$ cat config.mk
export PLATFORM = sky130hd
export DESIGN_NAME = ndef_tlv_record_framer
export DESIGN_NICKNAME = d
export VERILOG_FILES = /design/src/design/ntrf_pkg.sv /design/src/design/ntrf_front.sv /design/src/design/ntrf_queue.sv /design/src/design/ntrf_back.sv /design/src/design/ndef_tlv_record_framer.sv
export VERILOG_INCLUDE_DIRS = /design/src /design/src/design
export SDC_FILE = /design/constraint.sdc
export NUM_CORES = 1
export LEC_CHECK = 0
export BUFFER_PORTS_ARGS = -buffer_cell sky130_fd_sc_hd__clkbuf_2
export CAP_MARGIN = 20
export CORE_ASPECT_RATIO = 1.25
export CORE_MARGIN = 2
export CORE_UTILIZATION = 61
export DETAILED_ROUTE_END_ITERATION = 12
export PLACE_DENSITY_LB_ADDON = 0.15
export SYNTH_ARGS = -nofsm -noshare
export SYNTH_HDL_FRONTEND = slang
export SYNTH_SLANG_ARGS = --single-unit
$ cat constraint.sdc
create_clock -name clk -period 6.2 [get_ports clk]
set_clock_uncertainty 0.05 [all_clocks]
set_input_delay 0.62 -clock clk [delete_from_list [all_inputs] [get_ports clk]]
set_output_delay 0.62 -clock clk [all_outputs]
set_load 0.02 [all_outputs]
$ cat src/design/ndef_tlv_record_framer_macros.svh
// Assertion macros for the NDEF TLV record framer.
`ifndef NDEF_TLV_RECORD_FRAMER_MACROS_SVH
`define NDEF_TLV_RECORD_FRAMER_MACROS_SVH

// Same-cycle implication, checked on the rising edge of clk outside reset.
`define NTRF_ASSERT_IMP(lbl, ante, cons, msg) \
    lbl: assert property (@(posedge clk) disable iff (!rst_n) (ante) |-> (cons)) \
        else $error(msg);

// Next-cycle implication, checked on the rising edge of clk outside reset.
`define NTRF_ASSERT_NXT(lbl, ante, cons, msg) \
    lbl: assert property (@(posedge clk) disable iff (!rst_n) (ante) |=> (cons)) \
        else $error(msg);

`endif

$ cat src/design/ntrf_pkg.sv
// Shared types and constants for the NDEF TLV record framer.
package ntrf_pkg;

    localparam int AREA_BYTES_DEF = 496;
    localparam int LEN_W          = 10;
    localparam int REC_W          = 11;
    localparam int QDEPTH         = 4;
    localparam int QPTR_W         = $clog2(QDEPTH);
    localparam int QCNT_W         = $clog2(QDEPTH + 1);
    localparam int STEP_W         = 4;

    localparam logic [7:0] TLV_TAG     = 8'h03;
    localparam logic [7:0] TLV_LONG    = 8'hFF;
    localparam logic [7:0] FLAGS_LONG  = 8'hC1;
    localparam logic [7:0] FLAGS_SHORT = 8'hD1;
    localparam logic [7:0] TYPE_LEN    = 8'h01;
    localparam logic [7:0] TERM_BYTE   = 8'hFE;

    typedef enum logic [1:0] {
        ST_OK       = 2'd0,
        ST_OVERSIZE = 2'd1,
        ST_NO_MSG   = 2'd2
    } status_t;

    typedef enum logic [1:0] {
        CMD_HDR       = 2'd0,
        CMD_BODY      = 2'd1,
        CMD_ERR_SIZE  = 2'd2,
        CMD_ERR_NOMSG = 2'd3
    } cmd_kind_t;

    // One classified item, handed from front to back.
    typedef struct packed {
        cmd_kind_t          kind;
        logic [7:0]         data;      // record type or body byte
        logic [LEN_W-1:0]   blen;
        logic [REC_W-1:0]   rec_len;
        logic               long_rec;
        logic               tlv_ext;
        logic               term;      // FE follows this entry
    } entry_t;

endpackage

$ cat src/design/ntrf_front.sv
// Front end: accepts input beats, tracks the open message and classifies each beat.
module ntrf_front #(
    parameter int AREA_BYTES = ntrf_pkg::AREA_BYTES_DEF
) (
    input  logic                        clk,
    input  logic                        rst_n,
    input  logic                        in_valid,
    output logic                        in_stall,
    input  logic                        action,
    input  logic [7:0]                  type_byte,
    input  logic [ntrf_pkg::LEN_W-1:0]  payload_len,
    input  logic [7:0]                  body_byte,
    input  logic                        q_full,
    output logic                        q_push,
    output ntrf_pkg::entry_t            q_entry
);

    logic                       open_reg, open_next;
    logic [ntrf_pkg::LEN_W-1:0] rem_reg, rem_next;
    logic                       long_rec, tlv_ext, oversize;
    logic [ntrf_pkg::REC_W-1:0] rec_len, total;

    assign in_stall = q_full;
    assign q_push   = in_valid && !q_full;

    // Message size and record form
    always_comb
    begin
        long_rec = (payload_len[ntrf_pkg::LEN_W-1:8] != '0);
        rec_len  = (long_rec ? ntrf_pkg::REC_W'(7) : ntrf_pkg::REC_W'(4))
                   + ntrf_pkg::REC_W'(payload_len);
        tlv_ext  = (rec_len >= ntrf_pkg::REC_W'(255));
        total    = rec_len + (tlv_ext ? ntrf_pkg::REC_W'(5) : ntrf_pkg::REC_W'(3));
        oversize = (total > ntrf_pkg::REC_W'(AREA_BYTES));
    end

    // Classification and next message state
    always_comb
    begin
        open_next        = open_reg;
        rem_next         = rem_reg;
        q_entry.kind     = ntrf_pkg::CMD_HDR;
        q_entry.data     = type_byte;
        q_entry.blen     = payload_len;
        q_entry.rec_len  = rec_len;
        q_entry.long_rec = long_rec;
        q_entry.tlv_ext  = tlv_ext;
        q_entry.term     = 1'b0;
        if (!action)
        begin
            if (oversize)
            begin
                q_entry.kind = ntrf_pkg::CMD_ERR_SIZE;
                open_next    = 1'b0;
                rem_next     = '0;
            end
            else
            begin
                q_entry.term = (payload_len == '0);
                open_next    = (payload_len != '0);
                rem_next     = payload_len;
            end
        end
        else
        begin
            q_entry.data = body_byte;
            if (!open_reg)
            begin
                q_entry.kind = ntrf_pkg::CMD_ERR_NOMSG;
            end
            else
            begin
                q_entry.kind = ntrf_pkg::CMD_BODY;
                rem_next     = rem_reg - ntrf_pkg::LEN_W'(1);
                q_entry.term = (rem_next == '0);
                open_next    = (rem_next != '0);
            end
        end
    end

    always_ff @(posedge clk or negedge rst_n)
    begin
        if (!rst_n)
        begin
            open_reg <= 1'b0;
            rem_reg  <= '0;
        end
        else if (q_push)
        begin
            open_reg <= open_next;
            rem_reg  <= rem_next;
        end
    end

endmodule

$ cat src/design/ntrf_queue.sv
// Short register FIFO between the front and back ends.
module ntrf_queue (
    input  logic             clk,
    input  logic             rst_n,
    input  logic             push,
    input  ntrf_pkg::entry_t push_entry,
    output logic             full,
    output logic             head_valid,
    output ntrf_pkg::entry_t head_entry,
    input  logic             pop
);

    ntrf_pkg::entry_t              mem_reg [ntrf_pkg::QDEPTH];
    logic [ntrf_pkg::QPTR_W-1:0]   wr_ptr_reg, rd_ptr_reg;
    logic [ntrf_pkg::QCNT_W-1:0]   cnt_reg, cnt_next;

    assign full       = (cnt_reg == ntrf_pkg::QCNT_W'(ntrf_pkg::QDEPTH));
    assign head_valid = (cnt_reg != '0);
    assign head_entry = mem_reg[rd_ptr_reg];

    always_comb
    begin
        cnt_next = cnt_reg;
        if (push && !pop)
            cnt_next = cnt_reg + ntrf_pkg::QCNT_W'(1);
        else if (pop && !push)
            cnt_next = cnt_reg - ntrf_pkg::QCNT_W'(1);
    end

    // Storage, no reset
    always_ff @(posedge clk)
    begin
        if (push)
            mem_reg[wr_ptr_reg] <= push_entry;
    end

    // Pointers and fill count
    always_ff @(posedge clk or negedge rst_n)
    begin
        if (!rst_n)
        begin
            wr_ptr_reg <= '0;
            rd_ptr_reg <= '0;
            cnt_reg    <= '0;
        end
        else
        begin
            if (push)
                wr_ptr_reg <= wr_ptr_reg + ntrf_pkg::QPTR_W'(1);
            if (pop)
                rd_ptr_reg <= rd_ptr_reg + ntrf_pkg::QPTR_W'(1);
            cnt_reg <= cnt_next;
        end
    end

endmodule

$ cat src/design/ntrf_back.sv
// Back end: steps through each queued entry and emits one output byte per beat.
module ntrf_back (
    input  logic             clk,
    input  logic             rst_n,
    input  logic             head_valid,
    input  ntrf_pkg::entry_t head_entry,
    output logic             pop,
    output logic             out_valid,
    input  logic             out_stall,
    output logic [7:0]       out_byte,
    output logic [1:0]       status,
    output logic             last_of_run,
    output logic             message_end
);

    logic [ntrf_pkg::STEP_W-1:0] step_reg, step_next;
    logic [ntrf_pkg::STEP_W-1:0] tlv_n, q, type_pos;
    logic                        out_valid_reg;
    logic [7:0]                  byte_reg;
    ntrf_pkg::status_t           status_reg;
    logic                        last_reg, end_reg;
    logic                        advance, fire;
    logic [7:0]                  cur_byte;
    ntrf_pkg::status_t           cur_status;
    logic                        cur_last, cur_end;

    assign advance     = !out_valid_reg || !out_stall;
    assign fire        = head_valid && advance;
    assign pop         = fire && cur_last;
    assign out_valid   = out_valid_reg;
    assign out_byte    = byte_reg;
    assign status      = status_reg;
    assign last_of_run = last_reg;
    assign message_end = end_reg;

    // Byte for the current step of the head entry
    always_comb
    begin
        cur_byte   = '0;
        cur_status = ntrf_pkg::ST_OK;
        cur_last   = 1'b1;
        cur_end    = 1'b0;
        tlv_n      = head_entry.tlv_ext ? ntrf_pkg::STEP_W'(4) : ntrf_pkg::STEP_W'(2);
        q          = step_reg - tlv_n;
        type_pos   = head_entry.long_rec ? ntrf_pkg::STEP_W'(6) : ntrf_pkg::STEP_W'(3);
        case (head_entry.kind)
            ntrf_pkg::CMD_HDR:
            begin
                cur_last = 1'b0;
                if (step_reg == '0)
                    cur_byte = ntrf_pkg::TLV_TAG;
                else if (step_reg < tlv_n)
                begin
                    // TLV length: one byte, or FF and two bytes
                    if (!head_entry.tlv_ext || step_reg == ntrf_pkg::STEP_W'(3))
                        cur_byte = head_entry.rec_len[7:0];
                    else if (step_reg == ntrf_pkg::STEP_W'(1))
                        cur_byte = ntrf_pkg::TLV_LONG;
                    else
                        cur_byte = {5'b0, head_entry.rec_len[ntrf_pkg::REC_W-1:8]};
                end
                else if (q == '0)
                    cur_byte = head_entry.long_rec ? ntrf_pkg::FLAGS_LONG
                                                   : ntrf_pkg::FLAGS_SHORT;
                else if (q == ntrf_pkg::STEP_W'(1))
                    cur_byte = ntrf_pkg::TYPE_LEN;
                else if (q < type_pos)
                begin
                    // Payload length, 1 or 4 bytes big-endian
                    if (!head_entry.long_rec || q == ntrf_pkg::STEP_W'(5))
                        cur_byte = head_entry.blen[7:0];
                    else if (q == ntrf_pkg::STEP_W'(4))
                        cur_byte = {6'b0, head_entry.blen[ntrf_pkg::LEN_W-1:8]};
                    else
                        cur_byte = '0;
                end
                else if (q == type_pos)
                begin
                    cur_byte = head_entry.data;
                    cur_last = !head_entry.term;
                end
                else
                begin
                    cur_byte = ntrf_pkg::TERM_BYTE;
                    cur_end  = 1'b1;
                    cur_last = 1'b1;
                end
            end
            ntrf_pkg::CMD_BODY:
            begin
                if (step_reg == '0)
                begin
                    cur_byte = head_entry.data;
                    cur_last = !head_entry.term;
                end
                else
                begin
                    cur_byte = ntrf_pkg::TERM_BYTE;
                    cur_end  = 1'b1;
                end
            end
            ntrf_pkg::CMD_ERR_SIZE:
                cur_status = ntrf_pkg::ST_OVERSIZE;
            default:
                cur_status = ntrf_pkg::ST_NO_MSG;
        endcase
    end

    always_comb
    begin
        step_next = step_reg;
        if (fire)
            step_next = cur_last ? '0 : step_reg + ntrf_pkg::STEP_W'(1);
    end

    // Step counter and output valid
    always_ff @(posedge clk or negedge rst_n)
    begin
        if (!rst_n)
        begin
            step_reg      <= '0;
            out_valid_reg <= 1'b0;
        end
        else
        begin
            step_reg <= step_next;
            if (advance)
                out_valid_reg <= head_valid;
        end
    end

    // Output payload
    always_ff @(posedge clk)
    begin
        if (fire)
        begin
            byte_reg   <= cur_byte;
            status_reg <= cur_status;
            last_reg   <= cur_last;
            end_reg    <= cur_end;
        end
    end

endmodule

$ cat src/design/ndef_tlv_record_framer.sv
// Top level of the NDEF TLV record framer: front end, queue, back end.
//
//  channel | direction | handshake            | payload
//  --------+-----------+----------------------+---------------------------------------------
//  in      | input     | in_valid / in_stall  | action, type_byte, payload_len, body_byte
//  out     | output    | out_valid / out_stall| out_byte, status, last_of_run, message_end
//
// Input beats are taken one per cycle until the four-entry queue fills.
// A body beat yields 1 output beat (2 on the last byte, with FE); a start beat
// yields 6 to 11 header beats (7 with FE on an empty body), one per cycle while
// out_stall is low, from the back-end step counter. Error results take one beat.
// An accepted input beat passes through the queue, then the registered output stage.
// Reset closes any open message, empties the queue and drops out_valid.
// out_stall holds the output register; input stalls only on a full queue.
`include "ndef_tlv_record_framer_macros.svh"

module ndef_tlv_record_framer #(
    parameter int AREA_BYTES = ntrf_pkg::AREA_BYTES_DEF
) (
    input  logic                        clk,
    input  logic                        rst_n,
    input  logic                        in_valid,
    output logic                        in_stall,
    input  logic                        action,
    input  logic [7:0]                  type_byte,
    input  logic [ntrf_pkg::LEN_W-1:0]  payload_len,
    input  logic [7:0]                  body_byte,
    output logic                        out_valid,
    input  logic                        out_stall,
    output logic [7:0]                  out_byte,
    output logic [1:0]                  status,
    output logic                        last_of_run,
    output logic                        message_end
);

    logic             q_push, q_full, q_valid, q_pop;
    ntrf_pkg::entry_t q_in, q_head;

    ntrf_front #(
        .AREA_BYTES (AREA_BYTES)
    ) u_front (
        .clk         (clk),
        .rst_n       (rst_n),
        .in_valid    (in_valid),
        .in_stall    (in_stall),
        .action      (action),
        .type_byte   (type_byte),
        .payload_len (payload_len),
        .body_byte   (body_byte),
        .q_full      (q_full),
        .q_push      (q_push),
        .q_entry     (q_in)
    );

    ntrf_queue u_queue (
        .clk        (clk),
        .rst_n      (rst_n),
        .push       (q_push),
        .push_entry (q_in),
        .full       (q_full),
        .head_valid (q_valid),
        .head_entry (q_head),
        .pop        (q_pop)
    );

    ntrf_back u_back (
        .clk         (clk),
        .rst_n       (rst_n),
        .head_valid  (q_valid),
        .head_entry  (q_head),
        .pop         (q_pop),
        .out_valid   (out_valid),
        .out_stall   (out_stall),
        .out_byte    (out_byte),
        .status      (status),
        .last_of_run (last_of_run),
        .message_end (message_end)
    );

    // Terminator beat is always FE and closes the run
    `NTRF_ASSERT_IMP(a_term_beat, out_valid && message_end, out_byte == ntrf_pkg::TERM_BYTE && last_of_run, "terminator beat malformed")

    // Error beats carry a zero byte and stand alone
    `NTRF_ASSERT_IMP(a_err_beat, out_valid && status != ntrf_pkg::ST_OK, out_byte == '0 && last_of_run && !message_end, "error beat malformed")

    // The back end never pops an empty queue
    `NTRF_ASSERT_IMP(a_pop_valid, q_pop, q_valid, "pop from empty queue")

endmodule
==> metrics, run 1 <==
crit path launch type flop; Post-Syn Nets 568; yosys warns 0; Synth async-reset ratio 0.135; Resize count post-CTS 0; min-delay worst type in2async; outcome finished, final reports clean; largest net degree at the start of global routing 36; Die H 131 um; vias per inst around 6.4; gr usage total 0.254; CP Class reg2reg; CTS tree done; Worst Max-Slew Pin Slew 0.840 ns; Detailed Route Iter0 Violations 415; routability cong. 0.913; ant diodes 0; gate count after technology mapping 516; ys flop type edfxtp_1; Setup TNS 0 ns; GR Overflow Total 0; via count 4736; Yosys top cell area share 0.565; max cap viols 0; Avg Cell Area, Syn 15.2 um2; I/O pin cnt 45; CTS H-tree lvls 4; Max IR drop VDD approximately 280 uV; Core ar. 12700 um2; max-slew violation count 0; DP Area 8250 um2; CTS buffer count 17; total clock sinks 171; top area cells in the synthesized netlist edfxtp_1, mux4_2, dfrtp_1, ha_1, mux2_2; max reg flops approximately 140; Finished Cell Area between 8000 and 9000 um2; Layout Nets 616; slack of the worst reg-to-reg path between 1 and 1.5 ns; DRC Markers 0; Clk Latency, worst-skew pair 0.42 ns; Routed Antenna Nets 0; initial antenna violation count 0; minimum clock period ~5 ns; hold_buf cts 0; Slew HR 0.435; Worst Path Required 6.46 ns; crit path max fanout 11; Mapped Area roughly 7900 um2; Seq/Total Area, Yosys 0.638; 1st-pass router iterations 5; Fin. Hold Viols 0; CP Capture Type flop; worst reg2reg path startpoint u_queue.rd_ptr_reg[0]; PD cells roughly 500 nW/um2; vias in the first global route 4717; reg2reg path depth 15; post-synthesis register bit count roughly 170; biggest area consumer among synthesized cells edfxtp_1; crit path DAT 5.26 ns; Yosys cell types 69; row count 46; fmax roughly 200 MHz; Avg WL per Cell 22.5 um; worst r2r dst u_queue.cnt_reg[1]; Starting Density 0.621; fin crit share 0.806; clk slew on worst S/H paths 0.07 ns; Leakage 3.17 nW; Die X 106 um; Final setup viols 0; DIE AREA approximately 14000 um2; fillers 880; share of layout cells above drive strength 1 0.234; EDFF count, synth 148; clock root buffer clkbuf_16; Routed WL 16800 um; unrepaired setup endpoints after global routing false; post-CTS setup buffer count 0; first-pass GRT wire length 25400 um; CTS Buffer Depth 2; DP HPWL 10900 um; IO Port Bufs 44; Layout area overhead 12.8%
[metal layers]
layer | vias to the layer above | global-route usage | part of all wire
met5 | - | 0 | 0
met4 | 0 | 0.134 | 0.038
met3 | 38 | 0.0556 | 0.056
met2 | 177 | 0.435 | 0.51
met1 | 2386 | 0.306 | 0.39
li1 | 2135 | - | -
[cells in the final DEF (no fill, tap or decap), types with 4 or more instances in the layout]
| cell type | instances |
|---|---|
| a211oi_1 | 4 |
| a21boi_0 | 8 |
| a21o_1 | 5 |
| a21oi_1 | 18 |
| a221o_1 | 7 |
| and2_1 | 5 |
| buf_4 | 6 |
| bufinv_16 | 4 |
| clkbuf_1 | 4 |
| clkbuf_16 | 17 |
| clkbuf_2 | 45 |
| dfrtp_1 | 22 |
| edfxtp_1 | 148 |
| ha_1 | 18 |
| inv_1 | 20 |
| mux2_2 | 9 |
| mux4_2 | 34 |
| nand2_1 | 21 |
| nand3_1 | 6 |
| nor2_1 | 27 |
| nor2b_1 | 7 |
| nor3_1 | 15 |
| nor3b_1 | 4 |
| nor4_1 | 4 |
| o21ai_0 | 19 |
| o22ai_1 | 6 |
| o31ai_1 | 4 |
| or3_1 | 4 |
| xnor2_1 | 10 |
| xor2_1 | 8 |
[synth_stat cells (3+ instances only)]
library cell and number:
mux2_2 9, a21oi_1 18, nand2_1 21, nor3b_1 4, xor2_1 8, dfrtp_1 23, o22ai_1 6, and3_1 3
nor2_1 27, or3_1 4, fa_1 3, a21o_1 5, ha_1 18, nor4_1 4, and2_1 5, buf_1 3
nor2b_1 7, buf_2 6, o211ai_1 3, mux4_2 34, o21a_1 3, nor3_1 15, clkbuf_1 12, inv_1 20
o21ai_0 19, edfxtp_1 148, a211oi_1 4, o31ai_1 4, o21bai_1 3, a221o_1 7, nand3_1 6, a21boi_0 8
xnor2_1 10
[critical path, cell delays in order, from the launching register on]
cell and delay (ns):
dfrtp_2 0.37, mux4_2 0.63, inv_1 0.17, ha_1 0.16, inv_1 0.06, fa_1 0.49, ha_1 0.31, nor3b_1 0.35
or3_1 0.30, a41oi_1 0.14, o21bai_1 0.58, nand2_1 0.26, ha_1 0.27, inv_1 0.07, fa_1 0.41, mux2_2 0.27
[cell type report]
| class | instances | area [um2] | share of cell area |
|---|---|---|---|
| Tap cell | 168 | 210 | 0.0237 |
| Sequential cell | 171 | 5020 | 0.566 |
| Multi-Input combinational cell | 302 | 2670 | 0.301 |
| Clock inverter | 10 | 164 | 0.0185 |
| Timing Repair Buffer | 51 | 270 | 0.0305 |
| Clock buffer | 22 | 454 | 0.0512 |
| Inverter | 21 | 78.8 | 0.00888 |
[report_power, final]
group,switching [mW],internal [mW]
sequential,0.138,1.60
combinational,1.02,0.678
clock,0.415,0.687
total,1.57,2.96
[worst max path at each step]
stage                                startpoint                  to  slack, ns  depth (start not counted)
after floorplan           u_queue.rd_ptr_reg[0]  u_queue.cnt_reg[1]       1.59                         18
after global placement           payload_len[9]  u_front.rem_reg[2]       1.34                         17
after detailed placement         payload_len[9]  u_front.rem_reg[2]       0.96                         17
after CTS                 u_queue.rd_ptr_reg[0]  u_queue.cnt_reg[1]       1.31                         15
after global routing      u_queue.rd_ptr_reg[0]  u_queue.cnt_reg[1]       0.94                         15
final                     u_queue.rd_ptr_reg[0]  u_queue.cnt_reg[1]       1.20                         15
[through the flow]
step           utilization  std cells  setup WS, ns  power [mW]  hold slack [ns]
6_report             0.701        745          1.20        4.53            0.185
5_1_grt              0.701        745         0.940        4.77            0.214
4_1_cts              0.700        744          1.31        4.54            0.184
3_5_place_dp         0.651        712         0.963        3.44            0.445
3_3_place_gp         0.651        712          1.34        3.38            0.425
2_1_floorplan            -        516          1.59        2.97            0.274
[cells by family after synthesis]
| group | synth area share |
|---|---|
| XOR/XNOR | 0.0200 |
| multiplexers | 0.113 |
| AO/OA/AOI/OAI | 0.0918 |
| AND/OR/NAND/NOR | 0.0791 |
| flip-flops | 0.638 |
| buffers and inverters | 0.0219 |
| adder cells (fa/ha/maj) | 0.0363 |
No activity file was read; power rests on OpenSTA's default activity.
==> run 2: changes to the inputs <==
- clock period: 6.2 -> 5.1 ns (I/O delays scaled with it)
==> metrics, run 2 (synthesized netlist as in run 1, its figures left out) <==
max-slew violation count 0 (unchanged); Final setup viols 0 (unchanged); DP HPWL 11100 um (+1.0%); DIE AREA 13800 um2 (unchanged); Starting Density 0.621 (unchanged); most frequent cells in the layout edfxtp_1, clkbuf_2, mux4_2; crit path max fanout 11 (unchanged); PD cells 622 nW/um2 (+22%); Critical Path Start u_queue.rd_ptr_reg[0]; share of layout cells above drive strength 1 0.240 (+0.00652); 1st-pass router iterations 5 (unchanged); crit path launch type flop; Crit path max-delay family adder cells; crit path DAT 4.91 ns (-0.35 ns); clk slew on worst S/H paths 0.06 ns (about the same); ant diodes 0 (unchanged); first-pass GRT wire length 25900 um (+1.8%); total clock sinks 171 (unchanged); Worst Path Required 5.40 ns (-1.06 ns); Buf/Inv on CP 4 (+1); via count 4773 (+0.78%); outcome finished, final reports clean; DRC Markers 0 (unchanged); max reg flops 136 (unchanged); fmax 217 MHz (+8.3%); max cap viols 0 (unchanged); Routed WL 16800 um (+0.21%); CP Class reg2reg; Resize count post-CTS 0 (unchanged); row count 46 (unchanged); Core ar. 12700 um2 (unchanged); minimum clock period 4.61 ns (-0.385 ns); Critical Path Slowest Stage Cell mux4_2; CTS buffer count 17 (unchanged); IO Port Bufs 44 (unchanged); clock root buffer clkbuf_16; largest net degree at the start of global routing 35 (-2.8%); vias per inst 6.40 (+0.65%); Avg WL per Cell 22.5 um (about the same); Layout Nets 617 (+0.16%); Die H 131 um (unchanged); Leakage 3.18 nW (+0.25%); Setup TNS 0 ns (unchanged); vias in the first global route 4728 (+0.23%); initial antenna violation count 0 (unchanged); min-delay worst type in2async; commonest non-fill, non-tap cell in the layout edfxtp_1; gr usage total 0.260 (+0.00646); CTS tree done; Worst Max-Slew Pin Slew 0.794 ns (-0.0464 ns); post-CTS setup buffer count 0 (unchanged); CTS H-tree lvls 4 (unchanged); Routed Antenna Nets 0 (unchanged); Max IR drop VDD 333 uV (+18%); Slew HR 0.466 (+0.0312); Fin. Hold Viols 0 (unchanged); Layout area overhead 13.1%; CP cell instances mux4_2 > inv_1 > ha_1 > inv_1 > fa_1 > ha_1 > nor3b_1 > or3_1 > a41oi_1 > o21bai_1 > buf_4 > nand2_1 > ha_1 > inv_1 > fa_1 > xor2_1 > nor2_1 > xor2_1; worst reg2reg path startpoint u_queue.rd_ptr_reg[0]; unrepaired setup endpoints after global routing false; DP Area 8260 um2 (+0.18%); CTS Buffer Depth 2 (unchanged); hold_buf cts 0 (unchanged); Slowest Stage Delay on Critical Path 0.61 ns (-0.02 ns); Clk Latency, worst-skew pair 0.43 ns (about the same); Finished Cell Area 8900 um2 (+0.28%); total chip power 5.53 mW (+22%); Detailed Route Iter0 Violations 412 (-0.72%); fin crit share 0.905 (+0.0985); I/O pin cnt 45 (unchanged); routability cong. 0.917 (+0.41%); CP Capture Type flop; Die X 106 um (unchanged); GR Overflow Total 0 (unchanged)
-- run 2: path summary, 6_finish.rpt --
| check | to | slack, ns | depth (start not counted) |
|---|---|---|---|
| hold reg to reg | u_queue.cnt_reg[2] | 0.45 | 1 |
| setup / recovery | u_queue.cnt_reg[2] | 0.49 | 18 |
| min in group clk | u_back.out_valid | 0.27 | 3 |
| setup reg to reg | u_queue.cnt_reg[2] | 0.49 | 18 |
| max in group asynchronous | u_queue.rd_ptr_reg[0] | 4.40 | 1 |
| hold / removal | u_back.step_reg[3] | 0.09 | 1 |
-- run 2: cell type report --
class / count / area (um2)
Timing Repair Buffer: 52 / 280
Clock inverter: 9 / 135
Multi-Input combinational cell: 302 / 2670
Tap cell: 168 / 210
Inverter: 21 / 78.8
Sequential cell: 171 / 5020
Clock buffer: 23 / 498
Fill cell: 839 / 3760
-- run 2: through the flow --
step | utilization | worst slack (ns) | hold slack [ns] | std cells
floorplan | - | 0.491 | 0.164 | 516
global placement | 0.653 | 0.543 | 0.426 | 714
detailed placement | 0.653 | 0.408 | 0.436 | 714
CTS | 0.703 | 0.499 | 0.0835 | 746
global route | 0.703 | 0.276 | 0.113 | 746
finish | 0.703 | 0.486 | 0.0855 | 746
-- run 2: where the power goes --
part           switching (mW)  leakage [nW]  internal, mW
combinational            1.26          1.22         0.834
clock                   0.502         0.302         0.837
sequential              0.164          1.65          1.94
total                    1.92          3.18          3.61
-- run 2: per-layer routing --
layer  vias to the layer above  routed length, um  global-route usage
li1                       2135                  -                   -
met1                      2421               6500               0.324
met2                       188               8930               0.449
met3                        29                970              0.0565
met4                         0                408               0.110
met5                         -                  0                   0
